==> config.mk <==
export PLATFORM = sky130hd
export DESIGN_NAME = staggered_slow_pwm_channels
export DESIGN_NICKNAME = d
export VERILOG_FILES = /design/src/sspwm_pkg.sv /design/src/sspwm_div.sv /design/src/sspwm_win.sv /design/src/staggered_slow_pwm_channels.sv
export SDC_FILE = /design/constraint.sdc
export NUM_CORES = 2
export LEC_CHECK = 0
export ABC_AREA = 1
export BUFFER_PORTS_ARGS = -buffer_cell sky130_fd_sc_hd__buf_2
export CAP_MARGIN = 20
export CORE_UTILIZATION = 40
export CTS_CLUSTER_DIAMETER = 60
export DETAILED_ROUTE_END_ITERATION = 8
export MAX_ROUTING_LAYER = met4
export SYNTH_ARGS = -nofsm -noshare
export SYNTH_HDL_FRONTEND = slang
export SYNTH_SLANG_ARGS = --single-unit
==> constraint.sdc <==
create_clock -name clk -period 6.8 [get_ports clk]
set_input_delay 0 -clock clk [delete_from_list [all_inputs] [get_ports clk]]
set_output_delay 0 -clock clk [all_outputs]
set_load 0.01 [all_outputs]
==> src/sspwm_pkg.sv <==
// Package for the staggered slow PWM block: widths, codes, constants and the
// sequencer state type. No dependencies; every other file imports it.
package sspwm_pkg;

    localparam int PERIOD_W = 24;
    localparam int LEVEL_W  = 14;
    localparam int CH_W     = 3;
    localparam int MAX_CH   = 8;
    localparam int QLV_W    = 11;   // period / 10000 never exceeds 1677

    // Division by a constant is done as a multiplication by a rounded-up
    // reciprocal followed by a right shift. The channel divisor is at most 8
    // on a 24-bit dividend; the level divisor 10000 is split into a shift by
    // four and a division by 625 on the remaining 20 bits.
    localparam int RECIP_W  = 28;
    localparam int CH_SHIFT = 27;
    localparam int LV_SHIFT = 30;
    localparam logic [RECIP_W-1:0] LV_RECIP = 28'd1717987;   // ceil(2^30 / 625)

    localparam logic [LEVEL_W-1:0]  FULL_LEVEL   = 14'd10000;
    localparam logic [PERIOD_W-1:0] PERIOD_RESET = 24'd900000;

    // Configuration register indexes.
    localparam logic REG_PERIOD   = 1'b0;
    localparam logic REG_POLARITY = 1'b1;

    // Input item kinds carried on tuser.
    localparam logic CMD_TICK = 1'b0;
    localparam logic CMD_SET  = 1'b1;

    typedef enum logic [5:0] {
        ST_IDLE   = 6'b000001,
        ST_DIV_CH = 6'b000010,
        ST_DIV_LV = 6'b000100,
        ST_MUL    = 6'b001000,
        ST_EVAL   = 6'b010000,
        ST_OUT    = 6'b100000
    } seq_state_t;

endpackage

==> src/sspwm_div.sv <==
// Shared reciprocal multiply unit for both period divisions by a constant;
// it registers the quotient and pulses done. Depends on sspwm_pkg.
module sspwm_div (
    input  logic                             clk,
    input  logic                             rst_n,
    input  logic                             start,
    input  logic                             lv_sel,
    input  logic [sspwm_pkg::PERIOD_W-1:0]   dividend,
    input  logic [sspwm_pkg::RECIP_W-1:0]    ch_recip,
    output logic [sspwm_pkg::PERIOD_W-1:0]   quotient,
    output logic                             done
);
    import sspwm_pkg::*;

    logic                        busy_reg, busy_next;
    logic                        done_reg, done_next;
    logic                        sel_reg, sel_next;
    logic [PERIOD_W-1:0]         opa_reg, opa_next;
    logic [RECIP_W-1:0]          opb_reg, opb_next;
    logic [PERIOD_W-1:0]         quo_reg, quo_next;
    logic [PERIOD_W+RECIP_W-1:0] product;

    assign product = opa_reg * opb_reg;

    always_comb
    begin
        busy_next = 1'b0;
        done_next = 1'b0;
        sel_next  = sel_reg;
        opa_next  = opa_reg;
        opb_next  = opb_reg;
        quo_next  = quo_reg;
        if (start)
        begin
            // The level division drops the low four bits first (10000 = 16 * 625).
            busy_next = 1'b1;
            sel_next  = lv_sel;
            opa_next  = lv_sel ? {4'd0, dividend[PERIOD_W-1:4]} : dividend;
            opb_next  = lv_sel ? LV_RECIP : ch_recip;
        end
        else if (busy_reg)
        begin
            quo_next  = sel_reg ? PERIOD_W'(product >> LV_SHIFT)
                                : PERIOD_W'(product >> CH_SHIFT);
            done_next = 1'b1;
        end
    end

    always_ff @(posedge clk or negedge rst_n)
    begin
        if (!rst_n)
        begin
            busy_reg <= 1'b0;
            done_reg <= 1'b0;
        end
        else
        begin
            busy_reg <= busy_next;
            done_reg <= done_next;
        end
    end

    always_ff @(posedge clk)
    begin
        sel_reg <= sel_next;
        opa_reg <= opa_next;
        opb_reg <= opb_next;
        quo_reg <= quo_next;
    end

    assign quotient = quo_reg;
    assign done     = done_reg;

endmodule

==> src/sspwm_win.sv <==
// Shared window unit: registers the window length, then decides whether the
// current time falls strictly inside the wrapped window. Depends on sspwm_pkg.
module sspwm_win (
    input  logic                           clk,
    input  logic                           load,
    input  logic [sspwm_pkg::QLV_W-1:0]    qlv,
    input  logic [sspwm_pkg::LEVEL_W-1:0]  level,
    input  logic                           enable,
    input  logic [sspwm_pkg::PERIOD_W-1:0] start_pos,
    input  logic [sspwm_pkg::PERIOD_W-1:0] period,
    input  logic [sspwm_pkg::PERIOD_W-1:0] t,
    output logic                           on
);
    import sspwm_pkg::*;

    logic [QLV_W+LEVEL_W-1:0] product;
    logic [PERIOD_W-1:0]      dur_reg;
    logic [PERIOD_W:0]        sum;
    logic [PERIOD_W:0]        wrapped;
    logic [PERIOD_W-1:0]      stop;
    logic                     in_win;

    // The product never exceeds the period, so it fits the period width.
    assign product = qlv * level;

    always_ff @(posedge clk)
    begin
        if (load)
        begin
            dur_reg <= product[PERIOD_W-1:0];
        end
    end

    // Start and length are each at most one period, so one subtraction wraps.
    assign sum     = {1'b0, start_pos} + {1'b0, dur_reg};
    assign wrapped = sum - {1'b0, period};
    assign stop    = (sum >= {1'b0, period}) ? wrapped[PERIOD_W-1:0] : sum[PERIOD_W-1:0];

    always_comb
    begin
        if (start_pos < stop)
        begin
            in_win = (t > start_pos) && (t < stop);
        end
        else
        begin
            in_win = (t > start_pos) || (t < stop);
        end
    end

    always_comb
    begin
        if (!enable || level == '0)
        begin
            on = 1'b0;
        end
        else if (level >= FULL_LEVEL)
        begin
            on = 1'b1;
        end
        else
        begin
            on = in_win;
        end
    end

endmodule

==> src/staggered_slow_pwm_channels.sv <==
// Top level of the staggered slow PWM block: channel request store, sequencer
// and output register. Depends on sspwm_pkg, sspwm_div and sspwm_win.
//
// A set transfer is taken while idle and produces no result. A tick is
// accepted, then one shared window unit serves each channel in turn (length
// multiply, then window compare), and the result register is loaded last.
// After reset and after every write of period_ms, the next tick first
// computes period/CHANNELS and period/10000 on a shared reciprocal multiply
// unit; later ticks skip this step. The input is not ready while a tick is
// in work; a finished result waits in the output register, and the block
// accepts new transfers as soon as it has loaded it.
module staggered_slow_pwm_channels #(
    parameter int CHANNELS = 8
) (
    input  logic        clk,
    input  logic        rst_n,
    // Configuration write port.
    input  logic        cfg_wr_en,
    input  logic        cfg_index,
    input  logic [23:0] cfg_data,
    // Input stream.
    input  logic        s_tvalid,
    output logic        s_tready,
    input  logic [23:0] s_tdata,   // channel[2:0], enable[3], level[17:4], zero fill
    input  logic        s_tuser,   // command: 0 tick, 1 set request
    // Result stream.
    output logic        m_tvalid,
    input  logic        m_tready,
    output logic [23:0] m_tdata    // drive[7:0], feedback_mask[15:8], save_request[16]
);
    import sspwm_pkg::*;

    localparam logic [CH_W-1:0]    LAST_CH  = CH_W'(CHANNELS - 1);
    localparam logic [MAX_CH-1:0]  ALL_MASK = MAX_CH'((1 << CHANNELS) - 1);
    // Rounded-up reciprocal of the channel count for the start spacing.
    localparam logic [RECIP_W-1:0] CH_RECIP =
        RECIP_W'(((1 << CH_SHIFT) + CHANNELS - 1) / CHANNELS);

    // Configuration registers.
    logic [PERIOD_W-1:0] period_reg, period_next;
    logic                active_high_reg, active_high_next;
    logic                div_ok_reg, div_ok_next;

    // Channel requests and last reported copies.
    logic                req_en_reg   [MAX_CH];
    logic                req_en_next  [MAX_CH];
    logic [LEVEL_W-1:0]  req_lvl_reg  [MAX_CH];
    logic [LEVEL_W-1:0]  req_lvl_next [MAX_CH];
    logic                rep_en_reg   [MAX_CH];
    logic                rep_en_next  [MAX_CH];
    logic [LEVEL_W-1:0]  rep_lvl_reg  [MAX_CH];
    logic [LEVEL_W-1:0]  rep_lvl_next [MAX_CH];

    // Period state.
    logic [PERIOD_W-1:0] time_reg, time_next;
    logic                first_tick_reg, first_tick_next;
    logic                css_reg, css_next;

    // Sequencer and per-tick work registers.
    seq_state_t          state_reg, state_next;
    logic [CH_W-1:0]     ch_reg, ch_next;
    logic [PERIOD_W-1:0] t_reg, t_next;
    logic                ps_reg, ps_next;
    logic [PERIOD_W-1:0] start_reg, start_next;
    logic [PERIOD_W-1:0] qch_reg, qch_next;
    logic [QLV_W-1:0]    qlv_reg, qlv_next;
    logic [MAX_CH-1:0]   drv_reg, drv_next;
    logic [MAX_CH-1:0]   fb_reg, fb_next;
    logic                chg_reg, chg_next;

    // Result register.
    logic                m_valid_reg, m_valid_next;
    logic [MAX_CH-1:0]   o_drv_reg, o_drv_next;
    logic [MAX_CH-1:0]   o_fb_reg, o_fb_next;
    logic                o_save_reg, o_save_next;

    logic [PERIOD_W-1:0] p_eff;
    logic                in_xfer;
    logic [CH_W-1:0]     in_ch;
    logic                in_en;
    logic [LEVEL_W-1:0]  in_lvl;
    logic                div_start;
    logic                div_lv_sel;
    logic [PERIOD_W-1:0] quotient;
    logic                div_done;
    logic                win_load;
    logic                win_on;
    logic                ch_changed;
    logic                css_any;
    logic [PERIOD_W:0]   t_inc;

    // A zero period behaves as a period of one tick.
    assign p_eff   = (period_reg == '0) ? PERIOD_W'(1) : period_reg;
    assign in_xfer = s_tvalid && s_tready;
    assign in_ch   = s_tdata[2:0];
    assign in_en   = s_tdata[3];
    assign in_lvl  = s_tdata[17:4];
    // The level division is started from the channel division step.
    assign div_lv_sel = (state_reg == ST_DIV_CH);
    assign win_load = (state_reg == ST_MUL);

    sspwm_div u_div (
        .clk      (clk),
        .rst_n    (rst_n),
        .start    (div_start),
        .lv_sel   (div_lv_sel),
        .dividend (p_eff),
        .ch_recip (CH_RECIP),
        .quotient (quotient),
        .done     (div_done)
    );

    sspwm_win u_win (
        .clk       (clk),
        .load      (win_load),
        .qlv       (qlv_reg),
        .level     (req_lvl_reg[ch_reg]),
        .enable    (req_en_reg[ch_reg]),
        .start_pos (start_reg),
        .period    (p_eff),
        .t         (t_reg),
        .on        (win_on)
    );

    assign ch_changed = (req_en_reg[ch_reg] != rep_en_reg[ch_reg])
                     || (req_lvl_reg[ch_reg] != rep_lvl_reg[ch_reg]);
    assign css_any    = css_reg || chg_reg;
    assign t_inc      = {1'b0, t_reg} + (PERIOD_W+1)'(1);

    always_comb
    begin
        period_next      = period_reg;
        active_high_next = active_high_reg;
        div_ok_next      = div_ok_reg;
        req_en_next      = req_en_reg;
        req_lvl_next     = req_lvl_reg;
        rep_en_next      = rep_en_reg;
        rep_lvl_next     = rep_lvl_reg;
        time_next        = time_reg;
        first_tick_next  = first_tick_reg;
        css_next         = css_reg;
        state_next       = state_reg;
        ch_next          = ch_reg;
        t_next           = t_reg;
        ps_next          = ps_reg;
        start_next       = start_reg;
        qch_next         = qch_reg;
        qlv_next         = qlv_reg;
        drv_next         = drv_reg;
        fb_next          = fb_reg;
        chg_next         = chg_reg;
        m_valid_next     = m_valid_reg;
        o_drv_next       = o_drv_reg;
        o_fb_next        = o_fb_reg;
        o_save_next      = o_save_reg;
        div_start        = 1'b0;
        s_tready         = (state_reg == ST_IDLE);

        if (m_valid_reg && m_tready)
        begin
            m_valid_next = 1'b0;
        end

        // Configuration must be written only while no tick is in work; not enforced.
        if (cfg_wr_en)
        begin
            case (cfg_index)
                REG_PERIOD:
                begin
                    period_next = cfg_data;
                    div_ok_next = 1'b0;
                end
                REG_POLARITY:
                begin
                    active_high_next = cfg_data[0];
                end
                default:
                begin
                end
            endcase
        end

        case (state_reg)
            ST_IDLE:
            begin
                if (in_xfer && s_tuser == CMD_SET)
                begin
                    if (32'(in_ch) < CHANNELS)
                    begin
                        req_en_next[in_ch]  = in_en;
                        req_lvl_next[in_ch] = (in_lvl > FULL_LEVEL) ? FULL_LEVEL : in_lvl;
                    end
                end
                else if (in_xfer)
                begin
                    t_next          = (time_reg >= p_eff) ? '0 : time_reg;
                    ps_next         = (time_reg >= p_eff) || (time_reg == '0)
                                   || first_tick_reg;
                    first_tick_next = 1'b0;
                    ch_next         = '0;
                    start_next      = '0;
                    drv_next        = '0;
                    fb_next         = '0;
                    chg_next        = 1'b0;
                    if (div_ok_reg)
                    begin
                        state_next = ST_MUL;
                    end
                    else
                    begin
                        div_start  = 1'b1;
                        state_next = ST_DIV_CH;
                    end
                end
            end
            ST_DIV_CH:
            begin
                if (div_done)
                begin
                    qch_next   = quotient;
                    div_start  = 1'b1;
                    state_next = ST_DIV_LV;
                end
            end
            ST_DIV_LV:
            begin
                if (div_done)
                begin
                    qlv_next    = quotient[QLV_W-1:0];
                    div_ok_next = 1'b1;
                    state_next  = ST_MUL;
                end
            end
            ST_MUL:
            begin
                state_next = ST_EVAL;
            end
            ST_EVAL:
            begin
                if (ch_changed)
                begin
                    rep_en_next[ch_reg]  = req_en_reg[ch_reg];
                    rep_lvl_next[ch_reg] = req_lvl_reg[ch_reg];
                    chg_next             = 1'b1;
                end
                drv_next[ch_reg] = (active_high_reg == win_on);
                fb_next[ch_reg]  = ch_changed || ps_reg;
                start_next       = start_reg + qch_reg;
                if (ch_reg == LAST_CH)
                begin
                    state_next = ST_OUT;
                end
                else
                begin
                    ch_next    = ch_reg + CH_W'(1);
                    state_next = ST_MUL;
                end
            end
            ST_OUT:
            begin
                // Wait until the result register is free or being emptied.
                if (!m_valid_reg || m_tready)
                begin
                    m_valid_next = 1'b1;
                    o_drv_next   = drv_reg & ALL_MASK;
                    o_fb_next    = fb_reg & ALL_MASK;
                    o_save_next  = css_any && ps_reg;
                    css_next     = css_any && !ps_reg;
                    time_next    = (t_inc >= {1'b0, p_eff}) ? '0 : t_inc[PERIOD_W-1:0];
                    state_next   = ST_IDLE;
                end
            end
            default:
            begin
                state_next = ST_IDLE;
            end
        endcase
    end

    always_ff @(posedge clk or negedge rst_n)
    begin
        if (!rst_n)
        begin
            period_reg      <= PERIOD_RESET;
            active_high_reg <= 1'b0;
            div_ok_reg      <= 1'b0;
            for (int i = 0; i < MAX_CH; i++)
            begin
                req_en_reg[i]  <= 1'b0;
                req_lvl_reg[i] <= '0;
                rep_en_reg[i]  <= 1'b1;
                rep_lvl_reg[i] <= '0;
            end
            time_reg       <= '0;
            first_tick_reg <= 1'b1;
            css_reg        <= 1'b0;
            state_reg      <= ST_IDLE;
            ch_reg         <= '0;
            m_valid_reg    <= 1'b0;
        end
        else
        begin
            period_reg      <= period_next;
            active_high_reg <= active_high_next;
            div_ok_reg      <= div_ok_next;
            req_en_reg      <= req_en_next;
            req_lvl_reg     <= req_lvl_next;
            rep_en_reg      <= rep_en_next;
            rep_lvl_reg     <= rep_lvl_next;
            time_reg        <= time_next;
            first_tick_reg  <= first_tick_next;
            css_reg         <= css_next;
            state_reg       <= state_next;
            ch_reg          <= ch_next;
            m_valid_reg     <= m_valid_next;
        end
    end

    always_ff @(posedge clk)
    begin
        t_reg      <= t_next;
        ps_reg     <= ps_next;
        start_reg  <= start_next;
        qch_reg    <= qch_next;
        qlv_reg    <= qlv_next;
        drv_reg    <= drv_next;
        fb_reg     <= fb_next;
        chg_reg    <= chg_next;
        o_drv_reg  <= o_drv_next;
        o_fb_reg   <= o_fb_next;
        o_save_reg <= o_save_next;
    end

    assign m_tvalid = m_valid_reg;
    assign m_tdata  = {7'd0, o_save_reg, o_fb_reg, o_drv_reg};

`ifndef ASSERT_OFF
    // A save request only comes with a period start, which reports every channel.
    assert property (@(posedge clk) disable iff (!rst_n)
        (m_tvalid && m_tdata[16]) |-> ((m_tdata[15:8] & ALL_MASK) == ALL_MASK))
        else $error("save request without a full feedback mask");

    // The window unit is never used before both quotients are ready.
    assert property (@(posedge clk) disable iff (!rst_n)
        (state_reg == ST_MUL || state_reg == ST_EVAL) |-> div_ok_reg)
        else $error("channel evaluation with stale quotients");

    // The channel sweep never leaves the configured channel range.
    assert property (@(posedge clk) disable iff (!rst_n)
        ch_reg <= LAST_CH)
        else $error("channel counter out of range");

    // A new result is loaded only from the output step of the sequencer.
    assert property (@(posedge clk) disable iff (!rst_n)
        $rose(m_tvalid) |-> $past(state_reg == ST_OUT))
        else $error("result appeared outside the output step");
`endif

endmodule

# Word-level counts from Yosys, hierarchy flattened
# Cells that the tools add are included.
# W data, S select, Z words.
# classes
n_reduce_logical	37
mux	76
n_mul	2
n_addsub	5
order_cmp	14
eq_ne	17
bitwise_logic	5
# op_table
op	n
$bwmux W112	2
$mux W24	5
$mux W14	7
$bmux W14 S3	2
$demux W14 S3	2
$mul A24 B28 Y52	1
$ge A25 B24 Y1	2
$logic_not A24 Y1	2
$lt A24 B24 Y1	2
$pmux W24 S2	1
$mux W6	6
$pmux W6 S6	1
$bwmux W8	4
$pmux W8 S2	2
$mux W1	27
$add A24 B1 Y25 const B	1
$add A24 B24 Y25	1
$mux W25	1
$add A24 B24 Y24	1
$ge A24 B24 Y1	1
$gt A24 B24 Y1	1
$mul A11 B14 Y24	1
$sub A24 B24 Y24	1
$mux W22	1
other kinds (38)	81
# totals
out_inout_bits	26
ff_bits	523
inputBits	55
word_cells	217

# Logic depth before layout (Yosys ltp)
# depth
ltp_word	12
mapped_depth	48

# Modules after synthesis
# From an unflattened synthesis, not the netlist that was laid out.
# unflattened
hier_cells	7528
area_unflattened_um2	58011.9
# by_module_without_submodules
mod	instances	area_per_inst_um2	cells_per_inst	seq_area_each_um2
sspwm_div	1	26035.0	3379	2362.3
staggered_slow_pwm_channels	1	22235.1	2814	11126.9
sspwm_win	1	9741.8	1335	720.7

# Least setup slack after synthesis
# Ideal clock, no wire load.
# synth_path
kind	register -> register
start	register ch_reg[1]
end	register u_win.dur_reg[21] (data pin)
slack_ns	0.113
t_required_ns	6.540
setup_time_ns	0.260
t_arrival_ns	6.427
path_stages_with_launch	34
path_cell_list	dfrtp_1 -> nor2_1 -> nand2_2 -> inv_2 -> buf_2 -> a22o_1 -> a221oi_1 -> nand2_1 -> clkbuf_1 -> inv_1 -> clkbuf_1 -> nor2_1 -> fa_1 -> fa_1 -> inv_1 -> fa_1 -> inv_1 -> fa_1 -> inv_1 -> fa_1 -> inv_1 -> ha_1 -> nand2_1 -> o21ai_0 -> o21bai_1 -> a21o_1 -> a21oi_1 -> o21ai_0 -> a31oi_1 -> o21ai_0 -> a21oi_1 -> nor2_1 -> nor2_1 -> xor2_1
# synth_between
elab_chain_len	5
# synth_rtl
element	line_no	text
start, declared	staggered_slow_pwm_channels.sv:61	logic [CH_W-1:0] ch_reg, ch_next;
start signal, assigned	staggered_slow_pwm_channels.sv:314	ch_reg <= ch_next;
$not A3 Y4 (implied by the code)	staggered_slow_pwm_channels.sv:117	.level (req_lvl_reg[ch_reg]),
$bmux W14 S3	staggered_slow_pwm_channels.sv:117	
$mux W14 (implied by the code) (2 in a row)	staggered_slow_pwm_channels.sv:117	
$mul A11 B14 Y24	sspwm_win.sv:24	assign product = qlv * level;
via u_win.product[21]	sspwm_win.sv:16	logic [QLV_W+LEVEL_W-1:0] product;
end signal, assigned	sspwm_win.sv:30	dur_reg <= product[PERIOD_W-1:0];
end, declared	sspwm_win.sv:17	logic [PERIOD_W-1:0] dur_reg;
# The timed path passes the listed nets, and every way through them passes these cells. The select of a mux whose other input is x is not followed.
# A chain may end at the register's enable or synchronous reset.

# Worst setup path in the final report
# layout_path
start	register u_div.opb_reg[20]
end	register u_div.quo_reg[17], in the netlist u_div.quotient[17] (data pin)
# layout_between
elab_chain_len	2
# layout_rtl
element	line_no	text
start, declared	sspwm_div.sv:19	logic [RECIP_W-1:0] opb_reg, opb_next;
start signal, assigned	sspwm_div.sv:67	opb_reg <= opb_next;
$mul A24 B28 Y52	sspwm_div.sv:23	assign product = opa_reg * opb_reg;
$mux W22	sspwm_div.sv:43	quo_next = sel_reg ? PERIOD_W'(product >> LV_SHIFT)
end signal, assigned	sspwm_div.sv:68	quo_reg <= quo_next;
end, declared	sspwm_div.sv:20	logic [PERIOD_W-1:0] quo_reg, quo_next;
# No other way between the ends.

==> run_results.csv <==
group,metric,value,unit
setup_path,critical_path_arrival,7.08,ns
logic_synthesis,syn_avg_cell_area,8.91,µm²
floorplanning,start_util,40.5,%
flow_run,cap_violations,0,
logic_synthesis,synth_cells,4651,
sta,fmax,151,MHz
sta,setup_violations,0,
setup_path,worstRegToRegCells,25,
drt,totalWireLength,120,mm
cells_and_area,n_fill_cell,9805,
clocking,clk_latency,0.66,ns
cells_and_area,final_common_cell,"nand2_1",
setup_path,crit_top_cell,"fa_1",
drt,vias,32600,
logic_synthesis,ys.flop_type,"dfrtp_1",
sta,hold_viol_final,0,
grt,grt_max_degree,159,
setup_path,critPathLaunchType,"flop",
drt,ant_nets,0,
sta,worst_pin_slew,1.08,ns
floorplanning,design.portCount,81,
sta,slew_headroom,27.9,%
setup_path,slowest_delay,0.61,ns
clocking,cts_inserted_buffers,55,
sta,finClkSkew,0.0472,ns
grt,grtUsageTotal,23.8,%
grt,grt_pass1_vias,32900,
floorplanning,rows,117,
sta,period_minus_slack,6.61,ns
clocking,clkSlewWorstSetupHoldPaths,0.07,ns
setup_path,worst-endpoint-required,7.27,ns
setup_path,criticalPathCategory,"flop to flop",
clocking,cts_sinks,494,
floorplanning,coreArea,102000,µm²
setup_path,cp-end-kind,"flop",
clocking,clk_path_buf_depth,3,
grt,grt_pass1_wl,186,mm
placement,dpl.cell_count,6130,
setup_path,crit_path_max_fanout,6,
status,status,"finished, final reports clean",
cells_and_area,fin_nets,5804,
floorplanning,die-height,324,µm
sta,fin_crit_sh,97.2,%
logic_synthesis,synth.distinct_cells,59,
clocking,cts_tree,"built",
hold_path,hold_class,"input port to flop",
drt,drt-wirelength-per-cell,18.8,µm
cells_and_area,post-route-util,47.2,%
logic_synthesis,syn-cell-area,41400,µm²
placement,hpwlAfterDp,92.4,mm
cells_and_area,stdcell_count,6357,
logic_synthesis,synth-edff-count,190,
cells_and_area,drive_gt1_share,11.8,%
hold_path,whs_path_depth,3,
placement,routabilityCongestion,0.966,
logic_synthesis,async_flop_share,61.5,%
logic_synthesis,yosys_warnings,0,
logic_synthesis,yosysSeqAreaShare,32.2,%
placement,io_buffers,67,
cells_and_area,area_growth,16.4,%
sta,final_max_slew_viol_count,0,
floorplanning,die_w,324,µm
setup_path,cpMaxStageDelayCell,"fa_1",
cells_and_area,mostFrequentLayoutCells,"nand2_1, inv_1, ha_1",
drt,drc_errors,0,
grt,overflow,0,
drt,initialDrtViolationCount,2155,
clocking,ctsHtreeMaxLevel,2,
drt,avgViaCountPerCell,5.13,
clocking,ctsRootBufferMaster,"clkbuf_16",
drt,dr.pass1.iters,5,
grt,antenna_found_initial,1,
logic_synthesis,ys_seq_elements,494,
floorplanning,design.die.area,105000,µm²
cell type report:
type | count | area [µm²] | share of cell area [%]
diodes | 1 | 2.50 | 0.00519
clock inverters | 28 | 333 | 0.690
inverters | 801 | 3020 | 6.26
flip-flops and latches | 494 | 13300 | 27.7
repair buffers | 370 | 2980 | 6.18
clock buffers | 76 | 1560 | 3.23
well taps | 1368 | 1710 | 3.55
multi-input cells | 3219 | 25300 | 52.4
per-layer routing:
layer	share of wire, %	routed length (µm)	up-vias	global-route usage [%]
met1	45	53800	15900	31.1
met4	3.1	3650	0	7.09
met2	47	56600	769	38.5
li1	-	-	15800	-
met5	0	0	-	-
met3	4.7	5580	188	2.98
metrics by stage:
step                      hold WS [ns]  instance area [µm²]  TNS [ns]  setup slack, ns
after floorplan                 -0.296                41400         0            0.113
after global routing             0.236                48200    -0.407           -0.122
after detailed placement        0.0834                44300         0           0.0450
final                            0.208                48200         0            0.191
after CTS                        0.177                47200         0          0.00677
after global placement          0.0906                44300         0           0.0306
critical path: cells and delay by family (launching register included):
family                     cells  cell delay (ns)
adders and majority gates      8             3.72
AOI/OAI and AO/OA              6             0.98
and+or+nand+nor                5             0.54
DFF                            1             0.52
buffers and inverters          5             0.44
xor gates and xnor gates       1             0.24
path summary, 6_finish.rpt:
| kind | start | to | slack [ns] |
|---|---|---|---|
| worst max-delay path | u_div.opb_reg[20] | u_div.quotient[17] | 0.19 |
| worst min-delay path | s_tdata[0] | req_lvl_reg[57] | 0.21 |
| worst max register to register | u_div.opb_reg[20] | u_div.quotient[17] | 0.19 |
| worst min register to register | fb_reg[2] | o_fb_reg[2] | 0.44 |
| max in group asynchronous | rst_n | ch_reg[1] | 5.24 |
| min in group asynchronous | rst_n | rep_lvl_reg[99] | 0.33 |
synthesized netlist by cell type (all sizes together), types with 4 or more instances:
library cell	instances	area, µm²
a211oi	10	75.1
a21boi	6	45.0
a21o	9	67.6
a21oi	241	1210
a221oi	35	313
a22o	17	149
a22oi	15	113
a31oi	20	125
buf	54	299
clkbuf	89	334
clkinv	4	15.0
dfrtp	283	7080
dfstp	21	552
edfxtp	190	5710
fa	319	6390
ha	489	6120
inv	797	2990
mux2	4	45.0
nand2	928	3490
nand3	90	455
nand3b	9	67.6
nand4	36	225
nor2	279	1050
nor3	23	154
nor4	22	138
o2111ai	14	123
o211ai	7	52.6
o21a	92	691
o21ai	343	1720
o21bai	12	90.1
o221ai	7	61.3
o22ai	41	257
or2	13	81.3
xnor2	37	324
xor2	72	631
what timing repair did:
item | 4_1_cts | 5_1_grt
pin swaps | 0 | 73
buffers inserted | 0 | 23
gates resized for setup | 3 | 193
hold buffers | 97 | 0
hold endpoints to repair | 266 | 0
setup endpoints to repair | 3 | 34
gates cloned | 0 | 1
kinds of logic after synthesis:
| logic type | after synthesis | share of synthesized area [%] |
|---|---|---|
| fa+ha+maj | 808 | 30.2 |
| simple gates | 1404 | 13.7 |
| xor+xnor | 109 | 2.30 |
| buf+inv | 944 | 8.79 |
| flops | 494 | 32.2 |
| mux | 7 | 0.181 |
| compound gates | 884 | 12.6 |
| other cells | 1 | 0.00905 |
Power is not shown: default switching activity piles up to over one toggle a cycle in this logic, so the estimate is an artifact.
